--- config.mk ---
export PLATFORM = sky130hd
export DESIGN_NAME = hex_bytecode_validator_core
export DESIGN_NICKNAME = d
export VERILOG_FILES = /design/src/rtl/hbv_pkg.sv /design/src/rtl/hex_bytecode_validator_core.sv
export VERILOG_INCLUDE_DIRS = /design/src /design/src/rtl
export SDC_FILE = /design/constraint.sdc
export NUM_CORES = 1
export LEC_CHECK = 0
export ABC_AREA = 0
export BUFFER_PORTS_ARGS = -buffer_cell sky130_fd_sc_hd__buf_2
export CELL_PAD_IN_SITES_DETAIL_PLACEMENT = 1
export CELL_PAD_IN_SITES_GLOBAL_PLACEMENT = 2
export CORE_MARGIN = 2
export CORE_UTILIZATION = 38
export DETAILED_ROUTE_END_ITERATION = 6
export HOLD_SLACK_MARGIN = 0.08
export PLACE_DENSITY = 0.82
export SYNTH_ARGS = -nofsm -noshare
export SYNTH_HDL_FRONTEND = slang
export SYNTH_SLANG_ARGS = --single-unit
--- constraint.sdc ---
create_clock -name clk -period 4.4 [get_ports clk]
set_input_delay 0.44 -clock clk [delete_from_list [all_inputs] [get_ports clk]]
set_output_delay 0.44 -clock clk [all_outputs]
set_load 0.05 [all_outputs]
--- src/rtl/hex_bytecode_validator_core_macros.svh ---
// Assertion macros used by the validator core RTL.
`ifndef HEX_BYTECODE_VALIDATOR_CORE_MACROS_SVH
`define HEX_BYTECODE_VALIDATOR_CORE_MACROS_SVH

// Same-cycle implication, disabled while reset is asserted.
`define HBV_ASSERT_NOW(label, clk, rst_n, ante, cons, msg) \
    label: assert property (@(posedge clk) disable iff (!rst_n) (ante) |-> (cons)) \
        else $error(msg);

// Next-cycle implication, disabled while reset is asserted.
`define HBV_ASSERT_NEXT(label, clk, rst_n, ante, cons, msg) \
    label: assert property (@(posedge clk) disable iff (!rst_n) (ante) |=> (cons)) \
        else $error(msg);

`endif

--- src/rtl/hbv_pkg.sv ---
// Package with the types, codes and decode functions of the hex bytecode validator.
`default_nettype none

package hbv_pkg;

    localparam logic [3:0] ST_OK       = 4'd0;
    localparam logic [3:0] ST_BADHEX   = 4'd1;
    localparam logic [3:0] ST_PUSH     = 4'd2;
    localparam logic [3:0] ST_STRING   = 4'd3;
    localparam logic [3:0] ST_JUMP     = 4'd4;
    localparam logic [3:0] ST_EMIT     = 4'd5;
    localparam logic [3:0] ST_CONTRACT = 4'd6;
    localparam logic [3:0] ST_TOKEN    = 4'd7;
    localparam logic [3:0] ST_MINT     = 4'd8;
    localparam logic [3:0] ST_TRANSFER = 4'd9;
    localparam logic [3:0] ST_UNKNOWN  = 4'd10;

    localparam logic [7:0] CHAR_SPACE = 8'h20;
    localparam logic [7:0] CHAR_TAB   = 8'h09;
    localparam logic [7:0] CHAR_CR    = 8'h0D;
    localparam logic [7:0] CHAR_LF    = 8'h0A;
    localparam logic [7:0] CHAR_ZERO  = 8'h30;
    localparam logic [7:0] CHAR_NINE  = 8'h39;
    localparam logic [7:0] CHAR_LA    = 8'h61;
    localparam logic [7:0] CHAR_LF_HEX = 8'h66;
    localparam logic [7:0] CHAR_UA    = 8'h41;
    localparam logic [7:0] CHAR_UF    = 8'h46;
    localparam logic [7:0] CHAR_LX    = 8'h78;
    localparam logic [7:0] CHAR_UX    = 8'h58;

    localparam logic [7:0] OP_PUSH     = 8'h01;
    localparam logic [7:0] OP_STR_A    = 8'h02;
    localparam logic [7:0] OP_STR_B    = 8'h03;
    localparam logic [7:0] OP_JUMP_A   = 8'h0D;
    localparam logic [7:0] OP_JUMP_B   = 8'h0E;
    localparam logic [7:0] OP_CONTRACT = 8'h10;
    localparam logic [7:0] OP_TOKEN    = 8'h11;
    localparam logic [7:0] OP_MINT     = 8'h12;
    localparam logic [7:0] OP_TRANSFER = 8'h13;
    localparam logic [7:0] OP_STR_C    = 8'h14;
    localparam logic [7:0] OP_EMIT     = 8'h15;
    localparam logic [7:0] OP_HALT     = 8'hFF;

    // Opcodes that are passed over without effect.
    localparam logic [7:0] OP_IGN_LO   = 8'h04;
    localparam logic [7:0] OP_IGN_HI   = 8'h0C;
    localparam logic [7:0] OP_IGN_F    = 8'h0F;

    typedef enum logic [1:0] {
        PH_OPCODE  = 2'd0,
        PH_FIXED   = 2'd1,
        PH_STRLEN  = 2'd2,
        PH_STRBODY = 2'd3
    } phase_t;

    typedef enum logic [1:0] {
        OPK_KNOWN   = 2'd0,
        OPK_IGNORE  = 2'd1,
        OPK_UNKNOWN = 2'd2
    } op_kind_t;

    typedef struct packed {
        op_kind_t   kind;
        logic [3:0] cls;
        logic [2:0] nstr;
    } op_info_t;

    function automatic logic is_space(input logic [7:0] c);
        return (c == CHAR_SPACE) || (c == CHAR_TAB) || (c == CHAR_CR) || (c == CHAR_LF);
    endfunction

    function automatic logic is_hex(input logic [7:0] c);
        return ((c >= CHAR_ZERO) && (c <= CHAR_NINE)) ||
               ((c >= CHAR_LA) && (c <= CHAR_LF_HEX)) ||
               ((c >= CHAR_UA) && (c <= CHAR_UF));
    endfunction

    // Nibble value of a character already known to be a hex digit.
    function automatic logic [3:0] hex_value(input logic [7:0] c);
        logic [7:0] d;
        if (c <= CHAR_NINE) begin
            d = c - CHAR_ZERO;
        end else if (c >= CHAR_LA) begin
            d = c - CHAR_LA + 8'd10;
        end else begin
            d = c - CHAR_UA + 8'd10;
        end
        return d[3:0];
    endfunction

    function automatic op_info_t opcode_info(input logic [7:0] b);
        op_info_t info;
        info = '{kind: OPK_KNOWN, cls: ST_OK, nstr: 3'd0};
        case (b) inside
            OP_PUSH:                      info.cls = ST_PUSH;
            OP_STR_A, OP_STR_B, OP_STR_C: begin info.cls = ST_STRING; info.nstr = 3'd1; end
            OP_JUMP_A, OP_JUMP_B:         info.cls = ST_JUMP;
            OP_EMIT:                      begin info.cls = ST_EMIT; info.nstr = 3'd1; end
            OP_CONTRACT:                  begin info.cls = ST_CONTRACT; info.nstr = 3'd3; end
            OP_TOKEN:                     begin info.cls = ST_TOKEN; info.nstr = 3'd4; end
            OP_MINT:                      begin info.cls = ST_MINT; info.nstr = 3'd2; end
            OP_TRANSFER:                  begin info.cls = ST_TRANSFER; info.nstr = 3'd3; end
            [OP_IGN_LO:OP_IGN_HI], OP_IGN_F, OP_HALT: info.kind = OPK_IGNORE;
            default:                      info.kind = OPK_UNKNOWN;
        endcase
        return info;
    endfunction

    // Fixed operand bytes that follow the strings of an instruction.
    function automatic logic [7:0] trailing_fixed(input logic [3:0] cls);
        logic [7:0] n;
        case (cls)
            ST_PUSH:     n = 8'd8;
            ST_JUMP:     n = 8'd2;
            ST_EMIT:     n = 8'd1;
            ST_TOKEN:    n = 8'd9;
            ST_MINT:     n = 8'd8;
            ST_TRANSFER: n = 8'd8;
            default:     n = 8'd0;
        endcase
        return n;
    endfunction

endpackage

`default_nettype wire

--- src/rtl/hex_bytecode_validator_core.sv ---
// Top level of the hex bytecode validator: character intake, byte assembly and opcode checker.
//
// Usage
// -----
// The input channel (in_valid, in_ready, text_char, last) carries one ASCII
// character of a hex-text program per beat; last marks the final character.
// The output channel (out_valid, out_ready, status, program_ok) carries one
// status beat per program, produced for the beat that carried last; no beat
// is produced for any other character.
// Throughput is one character per cycle, except that a last character
// waits while a held status has not been taken. Each accepted beat is held
// in an input register, then the parse state and, on last, the result
// register are updated from it, so a status passes through both registers to out_valid.
// If the receiver stalls, the pending status is held in the result register;
// ordinary characters keep flowing, and only a further last character waits
// in the input register until the held status has been taken.
// An asynchronous reset (rst_n low) empties both registers and returns the
// parser to the start of a program; the state is also returned to that point
// after every last character, so programs may follow back to back.
`default_nettype none

`include "hex_bytecode_validator_core_macros.svh"

module hex_bytecode_validator_core (
    input  wire logic       clk,
    input  wire logic       rst_n,
    input  wire logic       in_valid,
    output logic            in_ready,
    input  wire logic [7:0] text_char,
    input  wire logic       last,
    output logic            out_valid,
    input  wire logic       out_ready,
    output logic [3:0]      status,
    output logic            program_ok
);

    // Input register stage.
    logic       s1_valid_reg;
    logic [7:0] s1_char_reg;
    logic       s1_last_reg;
    logic       s1_advance;
    logic       s1_fire;

    // Parse state.
    logic [1:0]      char_position_reg, char_position_next;
    logic            held_zero_reg, held_zero_next;
    logic            hex_bad_reg, hex_bad_next;
    logic            nibble_pending_reg, nibble_pending_next;
    logic [3:0]      high_nibble_reg, high_nibble_next;
    logic            digit_seen_reg, digit_seen_next;
    hbv_pkg::phase_t parse_phase_reg, parse_phase_next;
    logic [3:0]      opcode_class_reg, opcode_class_next;
    logic [2:0]      strings_left_reg, strings_left_next;
    logic [7:0]      bytes_left_reg, bytes_left_next;
    logic [3:0]      parse_error_reg, parse_error_next;

    // Result register.
    logic       out_valid_reg, out_valid_next;
    logic [3:0] status_reg, status_next;

    // Character-level working values.
    logic             feed_char;
    logic             inject_zero;
    logic             pend_pre;
    logic [3:0]       high_pre;
    logic             digit_pre;
    logic             byte_fire;
    logic [7:0]       byte_val;
    logic [7:0]       dec_bytes;
    logic [2:0]       dec_strings;
    hbv_pkg::op_info_t op_info;

    // A beat without last never touches the result register, so it may move
    // on even while a status waits to be taken.
    assign s1_advance = !s1_last_reg || !out_valid_reg || out_ready;
    assign s1_fire    = s1_valid_reg && s1_advance;
    assign in_ready   = !s1_valid_reg || s1_advance;

    always_ff @(posedge clk or negedge rst_n) begin
        if (!rst_n) begin
            s1_valid_reg <= 1'b0;
        end else if (in_ready) begin
            s1_valid_reg <= in_valid;
        end
    end

    always_ff @(posedge clk) begin
        if (in_ready && in_valid) begin
            s1_char_reg <= text_char;
            s1_last_reg <= last;
        end
    end

    always_comb begin
        char_position_next  = char_position_reg;
        held_zero_next      = held_zero_reg;
        hex_bad_next        = hex_bad_reg;
        nibble_pending_next = nibble_pending_reg;
        high_nibble_next    = high_nibble_reg;
        digit_seen_next     = digit_seen_reg;
        parse_phase_next    = parse_phase_reg;
        opcode_class_next   = opcode_class_reg;
        strings_left_next   = strings_left_reg;
        bytes_left_next     = bytes_left_reg;
        parse_error_next    = parse_error_reg;
        out_valid_next      = out_valid_reg && !out_ready;
        status_next         = status_reg;

        feed_char   = 1'b0;
        inject_zero = 1'b0;
        byte_fire   = 1'b0;
        byte_val    = 8'd0;
        dec_bytes   = bytes_left_reg - 8'd1;
        dec_strings = strings_left_reg - 3'd1;
        op_info     = hbv_pkg::opcode_info(8'd0);

        if (s1_fire) begin
            // Prefix handling: a leading zero is held back for one character.
            if (char_position_reg == 2'd0) begin
                if (s1_char_reg == hbv_pkg::CHAR_ZERO && !s1_last_reg) begin
                    held_zero_next = 1'b1;
                end else begin
                    feed_char = 1'b1;
                end
            end else if (char_position_reg == 2'd1 && held_zero_reg) begin
                held_zero_next = 1'b0;
                if (s1_char_reg != hbv_pkg::CHAR_LX && s1_char_reg != hbv_pkg::CHAR_UX) begin
                    inject_zero = 1'b1;
                    feed_char   = 1'b1;
                end
            end else begin
                feed_char = 1'b1;
            end
            if (char_position_reg != 2'd2) begin
                char_position_next = char_position_reg + 2'd1;
            end

            // The held zero, when released, is always the first digit seen.
            pend_pre  = inject_zero ? 1'b1 : nibble_pending_reg;
            high_pre  = inject_zero ? 4'd0 : high_nibble_reg;
            digit_pre = inject_zero ? 1'b1 : digit_seen_reg;
            nibble_pending_next = pend_pre;
            high_nibble_next    = high_pre;
            digit_seen_next     = digit_pre;

            if (feed_char && !hbv_pkg::is_space(s1_char_reg)) begin
                if (hbv_pkg::is_hex(s1_char_reg)) begin
                    digit_seen_next = 1'b1;
                    if (!pend_pre) begin
                        high_nibble_next    = hbv_pkg::hex_value(s1_char_reg);
                        nibble_pending_next = 1'b1;
                    end else begin
                        nibble_pending_next = 1'b0;
                        byte_fire = 1'b1;
                        byte_val  = {high_pre, hbv_pkg::hex_value(s1_char_reg)};
                    end
                end else begin
                    hex_bad_next = 1'b1;
                end
            end

            // Opcode-length checker; everything is ignored after an unknown opcode.
            if (byte_fire && parse_error_reg == hbv_pkg::ST_OK) begin
                unique case (parse_phase_reg)
                    hbv_pkg::PH_OPCODE: begin
                        op_info = hbv_pkg::opcode_info(byte_val);
                        if (op_info.kind == hbv_pkg::OPK_UNKNOWN) begin
                            parse_error_next = hbv_pkg::ST_UNKNOWN;
                        end else if (op_info.kind == hbv_pkg::OPK_KNOWN) begin
                            opcode_class_next = op_info.cls;
                            strings_left_next = op_info.nstr;
                            if (op_info.nstr != 3'd0) begin
                                parse_phase_next = hbv_pkg::PH_STRLEN;
                            end else if (hbv_pkg::trailing_fixed(op_info.cls) != 8'd0) begin
                                bytes_left_next  = hbv_pkg::trailing_fixed(op_info.cls);
                                parse_phase_next = hbv_pkg::PH_FIXED;
                            end else begin
                                parse_phase_next = hbv_pkg::PH_OPCODE;
                            end
                        end
                    end
                    hbv_pkg::PH_FIXED: begin
                        bytes_left_next = dec_bytes;
                        if (dec_bytes == 8'd0) begin
                            parse_phase_next = hbv_pkg::PH_OPCODE;
                        end
                    end
                    hbv_pkg::PH_STRLEN: begin
                        strings_left_next = dec_strings;
                        if (byte_val != 8'd0) begin
                            bytes_left_next  = byte_val;
                            parse_phase_next = hbv_pkg::PH_STRBODY;
                        end else if (dec_strings != 3'd0) begin
                            parse_phase_next = hbv_pkg::PH_STRLEN;
                        end else if (hbv_pkg::trailing_fixed(opcode_class_reg) != 8'd0) begin
                            bytes_left_next  = hbv_pkg::trailing_fixed(opcode_class_reg);
                            parse_phase_next = hbv_pkg::PH_FIXED;
                        end else begin
                            parse_phase_next = hbv_pkg::PH_OPCODE;
                        end
                    end
                    hbv_pkg::PH_STRBODY: begin
                        bytes_left_next = dec_bytes;
                        if (dec_bytes == 8'd0) begin
                            if (strings_left_reg != 3'd0) begin
                                parse_phase_next = hbv_pkg::PH_STRLEN;
                            end else if (hbv_pkg::trailing_fixed(opcode_class_reg) != 8'd0)
                            begin
                                bytes_left_next  = hbv_pkg::trailing_fixed(opcode_class_reg);
                                parse_phase_next = hbv_pkg::PH_FIXED;
                            end else begin
                                parse_phase_next = hbv_pkg::PH_OPCODE;
                            end
                        end
                    end
                    default: parse_phase_next = hbv_pkg::PH_OPCODE;
                endcase
            end

            // On the last character: rank the status, then start afresh.
            if (s1_last_reg) begin
                if (hex_bad_next || nibble_pending_next || !digit_seen_next) begin
                    status_next = hbv_pkg::ST_BADHEX;
                end else if (parse_error_next != hbv_pkg::ST_OK) begin
                    status_next = parse_error_next;
                end else if (parse_phase_next != hbv_pkg::PH_OPCODE) begin
                    status_next = opcode_class_next;
                end else begin
                    status_next = hbv_pkg::ST_OK;
                end
                out_valid_next      = 1'b1;
                char_position_next  = 2'd0;
                held_zero_next      = 1'b0;
                hex_bad_next        = 1'b0;
                nibble_pending_next = 1'b0;
                high_nibble_next    = 4'd0;
                digit_seen_next     = 1'b0;
                parse_phase_next    = hbv_pkg::PH_OPCODE;
                opcode_class_next   = 4'd0;
                strings_left_next   = 3'd0;
                bytes_left_next     = 8'd0;
                parse_error_next    = hbv_pkg::ST_OK;
            end
        end else begin
            pend_pre  = nibble_pending_reg;
            high_pre  = high_nibble_reg;
            digit_pre = digit_seen_reg;
        end
    end

    always_ff @(posedge clk or negedge rst_n) begin
        if (!rst_n) begin
            char_position_reg  <= 2'd0;
            held_zero_reg      <= 1'b0;
            hex_bad_reg        <= 1'b0;
            nibble_pending_reg <= 1'b0;
            high_nibble_reg    <= 4'd0;
            digit_seen_reg     <= 1'b0;
            parse_phase_reg    <= hbv_pkg::PH_OPCODE;
            opcode_class_reg   <= 4'd0;
            strings_left_reg   <= 3'd0;
            bytes_left_reg     <= 8'd0;
            parse_error_reg    <= hbv_pkg::ST_OK;
            out_valid_reg      <= 1'b0;
        end else begin
            char_position_reg  <= char_position_next;
            held_zero_reg      <= held_zero_next;
            hex_bad_reg        <= hex_bad_next;
            nibble_pending_reg <= nibble_pending_next;
            high_nibble_reg    <= high_nibble_next;
            digit_seen_reg     <= digit_seen_next;
            parse_phase_reg    <= parse_phase_next;
            opcode_class_reg   <= opcode_class_next;
            strings_left_reg   <= strings_left_next;
            bytes_left_reg     <= bytes_left_next;
            parse_error_reg    <= parse_error_next;
            out_valid_reg      <= out_valid_next;
        end
    end

    always_ff @(posedge clk) begin
        status_reg <= status_next;
    end

    assign out_valid  = out_valid_reg;
    assign status     = status_reg;
    assign program_ok = (status_reg == hbv_pkg::ST_OK);

    // A held zero only ever waits on the second character of a program.
    `HBV_ASSERT_NOW(a_held_zero_pos, clk, rst_n, held_zero_reg, char_position_reg == 2'd1,
        "held zero outside the second character position")

    // Once the last character is processed the parser is back at the start.
    `HBV_ASSERT_NEXT(a_restart, clk, rst_n, s1_fire && s1_last_reg,
        char_position_reg == 2'd0 && !nibble_pending_reg && !digit_seen_reg &&
        parse_phase_reg == hbv_pkg::PH_OPCODE && parse_error_reg == hbv_pkg::ST_OK,
        "parse state not cleared after the last character")

    // Characters other than the last never raise a status beat.
    `HBV_ASSERT_NEXT(a_no_spurious, clk, rst_n, !(s1_fire && s1_last_reg),
        out_valid_reg == $past(out_valid_reg && !out_ready),
        "status beat raised without a last character")

    // A last character never overwrites a status that is still waiting.
    `HBV_ASSERT_NOW(a_no_overwrite, clk, rst_n, s1_fire && s1_last_reg,
        !out_valid_reg || out_ready, "pending status overwritten")

endmodule

`default_nettype wire
==> results of run 1 <==
==> path summary, 6_finish.rpt <==
check                                         start  cells past startpoint                            end  slack, ps
hold / removal                                rst_n                      1  bytes_left_reg[1]$_DFFE_PN0P_        190
min in group clk                          out_ready                      2            out_valid$_DFF_PN0_        290
max in group asynchronous                     rst_n                      1      held_zero_reg$_DFFE_PN0P_       3710
setup / recovery           s1_char_reg[0]$_DFFE_PP_                     14        status[0]$_SDFFCE_PP1P_        570
setup reg to reg           s1_char_reg[0]$_DFFE_PP_                     14        status[0]$_SDFFCE_PP1P_        570
hold reg to reg             hex_bad_reg$_DFFE_PN0P_                      2        hex_bad_reg$_DFFE_PN0P_        520
==> power by group <==
group	leakage [nW]	switching (W)	internal (W)
Combinational	0.896	0.000199	0.000111
Sequential	0.570	0.0000528	0.000478
Clock	0.0585	0.000169	0.000171
Total	1.52	0.000420	0.000760
==> layout by cell type (no fill, tap or decap), types with 7 or more instances in the layout <==
master / n
edfxtp_1: 13
nor3_1: 16
nand3_1: 11
nand2_1: 45
a21oi_1: 22
buf_2: 19
inv_1: 24
o21ai_0: 33
ha_1: 13
nor2_1: 34
dfrtp_1: 33
nor2b_1: 7
o21ai_1: 9
==> through the flow <==
| stage | hold WS [ps] | utilization, % |
|---|---|---|
| 4_1_cts | 233 | 41.8 |
| 2_1_floorplan | 144 | - |
| 3_5_place_dp | 497 | 40.6 |
| 6_report | 185 | 41.8 |
| 5_1_grt | 252 | 41.8 |
| 3_3_place_gp | 489 | 40.6 |
==> cell type report <==
cell class                 instances  area [µm²]
tap                              133         166
inverter                          24        90.1
sequential                        46        1220
multi-input combinational        340        2330
fill                            1175        5610
clock inverter                     3        43.8
timing repair buffer              22         118
clock buffer                       5        68.8
==> routing by layer <==
metal	vias to the layer above	routed length, µm
li1	1637	-
met1	1708	5360
met2	54	5410
met3	12	283
met4	0	171
met5	-	0
==> worst register-to-register path, cell delays in order (launching register included) <==
cell      delay [ps]
edfxtp_1         560
inv_1            210
ha_1             360
and4bb_1         290
a31oi_1          170
nor2_1           300
inv_1            100
ha_1             180
and2_1           140
and3_1           260
nand2_1          160
a211oi_1          70
a211o_1          310
o211ai_2         300
o311ai_2         150
==> kinds of logic (layout without fill, tap and decap cells) <==
kind of cell	after synthesis	count (layout)
mux	3	3
xor+xnor	8	8
simple gates	166	166
flops	46	46
compound gates	150	150
fa+ha+maj	13	13
buf+inv	42	54
==> metrics.yaml, run 1 <==
ant_nets: 0
fin_nets: 465
synth_fa_ha_area_share_pct: 4.37
place_area_um2: 3920
rows: 36
final_max_slew_viol_count: 0
hold_path.class: "primary input to asynchronous set/reset pin"
grt_use_met3_pct: 3.05
wl_per_cell_um: 19.6
layout-drive-gt1-share_pct: 15.2
ios: 20
top_usage_layer: "met2"
cts_root_buf: "clkbuf_8"
slowest_delay_ps: 560
avgSynthCellArea_um2: 8.70
synth_area_leaders: "dfrtp_1 22%, edfxtp_1 10%, nand2_1 4.5%, o21ai_0 4.4%, ha_1 4.4%"
first_global_vias: 3453
final_hold_viol_count: 0
start_util_pct: 38.6
drtPass1Iterations: 4
cts_tree: "yes"
synth_top_family_by_area: "compound AO/OA/AOI/OAI gates"
skew_ps: 9.61
fin_crit_sh_pct: 87.2
pre_cts_ws_ps: 549
synth_common_cells: "45 x nand2_1, 34 x nor2_1, 33 x dfrtp_1, 33 x o21ai_0, 24 x inv_1"
overflow: 0
yosys.area.top_type: "dfrtp_1"
power_density_nw_per_um2: 293
track_usage_pct: 22.4
async_flop_share_pct: 71.7
antenna_cells_inserted: 0
status: "complete, no violations"
vias: 3411
dp_hpwl_um: 8740
critical_path_buf_inv_count: 2
clk_latency_ps: 320
die_h_um: 103
p_leak_nw: 1.52
slowest_stage: "edfxtp_1"
synthFlopType: "dfrtp_1"
postCtsSetupBuffers: 0
drc_errors: 0
viasPerCell: 5.95
layout_setup_ws_ps: 565
cts_hold_buf: 0
cp_max_fo: 12
ys_seq_area_share_pct: 32.7
grt_pass1_wl_um: 18300
synth_edf_count: 13
slew_headroom_pct: 35.0
portBuffers: 19
place_inst: 565
synthesis.nets: 454
syn_to_final_growth_pct: 8.16
crit_family: "simple AND/OR/NAND/NOR gates"
core_um2: 9640
cts_resized: 0
cts_sinks: 46
required_ps: 4440
worst_pin_slew_ps: 974
finalCriticalPeriod_ps: 3830
grt_max_degree: 34
synth.distinct_cells: 88
drtIter0Drc: 256
synth_top_cell_area_share_pct: 22.2
end_kind: "flip-flop"
fmax_mhz: 261
ir_drop_v: 0.000140
finalWirelength_um: 11200
gr-usage-met2_pct: 37.7
place.gp.congestion: 0.967
synth-xor-area-share_pct: 1.88
synth_compound_area_share_pct: 31.0
synth_area_um2: 3720
grt_util_met1_pct: 30.7
htree_levels: 2
cts_inserted_buffers: 5
ys_ff_latch: 46
design_area_um2: 4030
rsz0062_at_grt: "no"
cp.arrival_ps: 3880
cts_buffer_depth: 2
fp.dieW_um: 103
antenna_found_initial: 0
path_class: "flip-flop to flip-flop"
power_w: 0.00118
dieArea_um2: 10600
synth.most_common_cell: "nand2_1"
syn_inst: 428
start_kind: "flip-flop"
ys_warn_count: 0
tns_ps: 0
path_cells: "inv_1 > ha_1 > and4bb_1 > a31oi_1 > nor2_1 > inv_1 > ha_1 > and2_1 > and3_1 > nand2_1 > a211oi_1 > a211o_1 > o211ai_2 > o311ai_2"
synthMuxAreaShare_pct: 0.806
synth-simple-area-share_pct: 24.4
clk_pin_slew_ps: 100
drv_cap: 0
finalSetupViolations: 0
fin_cells: 573
Note: power is estimated with default switching activity, not from simulation.
==> run 2: changes to the inputs <==
Settings changed: PLACE_DENSITY 0.82 to unset, PLACE_DENSITY_LB_ADDON set to 0.1.
==> metrics.yaml, run 2 (synthesis results as in run 1) <==
end_kind: "flip-flop"
finalSetupViolations: 0  # unchanged
ant_nets: 0  # unchanged
clock_power_share_pct: 25.7  # -3.0 points
cp_max_fo: 12  # unchanged
r2r_end: "status[0]$_SDFFCE_PP1P_"
path_cells: "inv_1 > ha_1 > and4bb_1 > a31oi_1 > nor2_1 > inv_1 > ha_1 > and2_1 > and3_1 > nand2_1 > a31o_2 > a311o_1 > o211ai_2 > o311ai_2"
mostFrequentLayoutCells: "45 x nand2_1, 34 x nor2_1, 33 x o21ai_0, 33 x dfrtp_1, 24 x inv_1"
required_ps: 4440  # about the same
cts_hold_buf: 0  # unchanged
cts_inserted_buffers: 5  # unchanged
slew_headroom_pct: 35.8  # +0.75 points
fp.dieW_um: 103  # unchanged
first_global_vias: 3453  # unchanged
tns_ps: 0  # unchanged
swShare_pct: 37.3  # +1.7 points
grt_max_degree: 34  # unchanged
multi_input_area_um2: 2330  # unchanged
regArea_um2: 1220  # unchanged
reg2reg_from: "s1_char_reg[0]$_DFFE_PP_"
antenna_cells_inserted: 0  # unchanged
finalWirelength_um: 11500  # +2.3%
start_util_pct: 38.6  # unchanged
slowest_stage: "edfxtp_1"
start_kind: "flip-flop"
combPwrFrac_pct: 27.4  # +1.1 points
drv_cap: 0  # unchanged
critical_path_buf_inv_count: 2  # unchanged
p_leak_nw: 1.52  # -0.49%
p_int_w: 0.000707  # -6.9%
cts_root_buf: "clkbuf_8"
cts_sinks: 46  # unchanged
hold_path.class: "primary input to asynchronous set/reset pin"
path_class: "flip-flop to flip-flop"
clk_latency_ps: 320  # about the same
slowest_delay_ps: 580  # +20 ps
core_um2: 9640  # unchanged
design_area_um2: 4010  # -0.43%
antenna_found_initial: 0  # unchanged
fmax_mhz: 257  # -1.4%
power_density_nw_per_um2: 281  # -3.9%
worst_pin_slew_ps: 963  # -11.2 ps
switching_power_w: 0.000421  # +0.18%
drtPass1Iterations: 4  # unchanged
r2r_cells: 14  # unchanged
grt_pass1_wl_um: 18700  # +2.3%
ios: 20  # unchanged
dp_hpwl_um: 8970  # +2.6%
crit_family: "compound AO/OA/AOI/OAI gates"
cts_buffer_depth: 2  # unchanged
fillCellCount: 1177  # +0.17%
viasPerCell: 5.86  # -1.5%
final_util_pct: 41.6  # -0.18 points
drtIter0Drc: 151  # -41%
final_hold_viol_count: 0  # unchanged
fin_crit_sh_pct: 88.4  # +1.2 points
final_common_cell: "nand2_1"
cts_resized: 0  # unchanged
power_w: 0.00113  # -4.4%
cts_tree: "yes"
ir_drop_v: 0.000155  # +11%
track_usage_pct: 23.1  # +0.68 points
postCtsSetupBuffers: 0  # unchanged
cp.arrival_ps: 3930  # +50 ps
vias: 3359  # -1.5%
worst-r2r-setup-slack_ps: 510  # -50 ps
wl_per_cell_um: 20.0  # +2.3%
rows: 36  # unchanged
portBuffers: 19  # unchanged
htree_levels: 2  # unchanged
fin_nets: 465  # unchanged
final_max_slew_viol_count: 0  # unchanged
drc_errors: 0  # unchanged
skew_ps: 14.7  # +5.08 ps
p_seq_share_pct: 47.0  # +2.0 points
status: "complete, no violations"
crit_cells: 14  # unchanged
pre_cts_ws_ps: 585  # +35.2 ps
syn_to_final_growth_pct: 7.69
layout-drive-gt1-share_pct: 15.2  # unchanged
place.gp.congestion: 0.960  # -0.67%
rsz0062_at_grt: "no"
clk_pin_slew_ps: 100  # about the same
die_h_um: 103  # unchanged
overflow: 0  # unchanged
layout_setup_ws_ps: 512  # -53.3 ps
place_area_um2: 3920  # unchanged
dieArea_um2: 10600  # unchanged
finalCriticalPeriod_ps: 3890  # +53.3 ps
run 2: cell type report:
class	instances	share of cell area, %
Clock buffer	5	1.72
Multi-Input combinational cell	340	58.0
Sequential cell	46	30.3
Inverter	24	2.25
Clock inverter	3	0.655
Tap cell	133	4.15
Timing Repair Buffer	22	2.93
run 2: stage by stage:
step | hold slack, ps | cells
6_report | 184 | 573
5_1_grt | 234 | 573
4_1_cts | 239 | 573
3_5_place_dp | 501 | 565
3_3_place_gp | 489 | 565
2_1_floorplan | 144 | 428
run 2: worst reg2reg max path, cell delays in order (launching register included):
cell and delay [ps]:
edfxtp_1 580, inv_1 180, ha_1 330, and4bb_1 270
a31oi_1 370, nor2_1 170, inv_1 110, ha_1 130
and2_1 130, and3_1 310, nand2_1 170, a31o_2 270
a311o_1 290, o211ai_2 140, o311ai_2 150
run 2: worst max-delay path by stage:
stage                                   startpoint                 endpoint  slack [ps]
after global placement    s1_char_reg[0]$_DFFE_PP_  status[0]$_SDFFCE_PP1P_         740
after global routing      s1_char_reg[0]$_DFFE_PP_  status[1]$_SDFFCE_PP0P_         180
after floorplan           s1_char_reg[0]$_DFFE_PP_  status[0]$_SDFFCE_PP1P_        1000
after detailed placement  s1_char_reg[0]$_DFFE_PP_  status[0]$_SDFFCE_PP1P_         580
final                     s1_char_reg[0]$_DFFE_PP_  status[0]$_SDFFCE_PP1P_         510
after CTS                 s1_char_reg[0]$_DFFE_PP_  status[0]$_SDFFCE_PP1P_         570
run 2: metal layers:
layer | vias to the layer above | share of wire [%] | track usage, %
li1 | 1638 | - | -
met1 | 1666 | 48 | 32.3
met2 | 44 | 48 | 38.6
met3 | 11 | 2.1 | 2.44
met4 | 0 | 1.3 | 5.16
met5 | - | 0 | 0
run 2: power groups by stage:
stage	sequential [W]	clock (W)	combinational, W
floorplan	0.000522	0	0.000227
detailed placement	0.000538	0	0.000311
global route	0.000538	0.000311	0.000350
global placement	0.000536	0	0.000305
finish	0.000530	0.000290	0.000309
CTS	0.000529	0.000298	0.000312
==> run 3: changes to the inputs <==
==> constraint.sdc (replaced) <==
create_clock -name clk -period 4.4 [get_ports clk]
set_input_delay 0.22 -clock clk [delete_from_list [all_inputs] [get_ports clk]]
set_output_delay 0.22 -clock clk [all_outputs]
set_load 0.05 [all_outputs]
==> metrics.yaml, run 3 (synthesis results as in run 1) <==
cp.arrival_ps: 4040  # +110 ps
place.gp.congestion: 0.960  # unchanged
fp.dieW_um: 103  # unchanged
finalWirelength_um: 11700  # +2.0%
cts_hold_buf: 11  # +11
dp_hpwl_um: 8970  # unchanged
path_class: "flip-flop to flip-flop"
path_cells: "inv_1 > ha_1 > and4bb_1 > a31oi_1 > nor2_1 > inv_1 > ha_1 > and2_1 > and3_1 > nand2_1 > a211oi_1 > a211o_1 > o211ai_2 > o311ai_2"
skew_ps: 15.3  # +0.640 ps
hold_path.class: "primary input to flip-flop"
grt_pass1_wl_um: 19000  # +1.2%
p_seq_share_pct: 46.5  # -0.5 points
crit_family: "compound AO/OA/AOI/OAI gates"
fin_crit_sh_pct: 88.3  # about the same
cts_sinks: 46  # unchanged
hp-start: "in_valid"
switching_power_w: 0.000426  # +1.2%
first_global_vias: 3507  # +1.6%
clk_pin_slew_ps: 110  # about the same
required_ps: 4550  # +110 ps
final_max_slew_viol_count: 0  # unchanged
start_kind: "flip-flop"
power_w: 0.00114  # +1.0%
cts_inserted_buffers: 5  # unchanged
cts_root_buf: "clkbuf_8"
power_density_nw_per_um2: 277  # -1.7%
worst_pin_slew_ps: 988  # +24.8 ps
antenna_cells_inserted: 0  # unchanged
finalSetupViolations: 0  # unchanged
cp_max_fo: 12  # unchanged
slowest_delay_ps: 580  # about the same
r2r_cells: 14  # unchanged
combPwrFrac_pct: 27.9  # +0.5 points
start_util_pct: 38.6  # unchanged
r2r_end: "status[0]$_SDFFCE_PP1P_"
drv_cap: 0  # unchanged
fin_nets: 476  # +2.4%
fmax_mhz: 257  # about the same
overflow: 0  # unchanged
endpoint: "status[0]$_SDFFCE_PP1P_"
slowest_stage: "edfxtp_1"
core_um2: 9640  # unchanged
fin_cells: 584  # +1.9%
dieArea_um2: 10600  # unchanged
critical_path_buf_inv_count: 2  # unchanged
crit_cells: 14  # unchanged
rows: 36  # unchanged
end_kind: "flip-flop"
p_leak_nw: 1.56  # +3.0%
reg2reg_from: "s1_char_reg[0]$_DFFE_PP_"
ir_drop_v: 0.000156  # +0.59%
cts_tree: "yes"
layout-drive-gt1-share_pct: 14.9  # -0.37 points
die_h_um: 103  # unchanged
swShare_pct: 37.4  # +0.063 points
tns_ps: 0  # unchanged
clock_power_share_pct: 25.6  # about the same
startpoint: "s1_char_reg[0]$_DFFE_PP_"
cts_resized: 0  # unchanged
slew_headroom_pct: 34.1  # -1.7 points
htree_levels: 2  # unchanged
wl_per_cell_um: 20.0  # about the same
ant_nets: 0  # unchanged
ios: 20  # unchanged
p_int_w: 0.000714  # +0.90%
antenna_found_initial: 0  # unchanged
syn_to_final_growth_pct: 10.6
grt_max_degree: 34  # unchanged
drtIter0Drc: 186  # +23%
final_hold_viol_count: 0  # unchanged
drc_errors: 0  # unchanged
viasPerCell: 5.86  # about the same
drtPass1Iterations: 4  # unchanged
cts_buffer_depth: 2  # unchanged
portBuffers: 19  # unchanged
rsz0062_at_grt: "no"
track_usage_pct: 23.4  # +0.25 points
worst-r2r-setup-slack_ps: 520  # about the same
vias: 3424  # +1.9%
place_inst: 565  # unchanged
postCtsSetupBuffers: 0  # unchanged
final_common_cell: "nand2_1"
clk_latency_ps: 330  # about the same
status: "complete, no violations"
finalCriticalPeriod_ps: 3880  # -3.42 ps
mostFrequentLayoutCells: "45 x nand2_1, 34 x nor2_1, 33 x o21ai_0, 33 x dfrtp_1, 24 x inv_1"
run 3: cell types whose count changed in the layout (fill, tap and decap cells not counted), sizes merged:
cell,before,now
dlygate4sd3,0,11
run 3: metrics by stage:
stage               cell area (µm²)  setup WS, ps  util (%)  hold slack [ps]
global route                   4120           186      42.8             92.3
floorplan                      3720          1000         -            -75.6
detailed placement             3920           585      40.6              363
CTS                            4120           570      42.8             90.9
finish                         4120           515      42.8             83.5
global placement               3920           737      40.6              365
run 3: per-layer routing:
layer | share of wire, % | up-vias | global-route usage, %
met4 | 1.3 | 0 | 5.16
met1 | 48 | 1695 | 32.6
met5 | 0 | - | 0
met3 | 2.7 | 12 | 2.44
li1 | - | 1662 | -
met2 | 48 | 55 | 39.1
run 3: layout make-up:
class,count,area (µm²)
clock buffers,5,68.8
clock inverters,3,26.3
fillers,1171,5520
inverters,24,90.1
multi-input cells,340,2330
flip-flops and latches,46,1220
well taps,133,166
repair buffers,33,228
run 3: worst min-delay path by stage:
stage                                     end  slack (ps)  cells after the start
5_1_grt              s1_valid_reg$_DFFE_PN0N_          90                      2
2_1_floorplan   bytes_left_reg[0]$_DFFE_PN0P_         -80                      0
3_5_place_dp   high_nibble_reg[3]$_DFFE_PN0P_         360                      1
6_report             s1_valid_reg$_DFFE_PN0N_          80                      2
3_3_place_gp   high_nibble_reg[3]$_DFFE_PN0P_         370                      1
4_1_cts              s1_valid_reg$_DFFE_PN0N_          90                      2
run 3: power by group through the flow:
stage | registers [W] | logic, W | clock network (W)
CTS | 0.000529 | 0.000319 | 0.000298
finish | 0.000530 | 0.000318 | 0.000291
floorplan | 0.000522 | 0.000227 | 0
global placement | 0.000536 | 0.000305 | 0
detailed placement | 0.000538 | 0.000311 | 0
global route | 0.000538 | 0.000358 | 0.000310
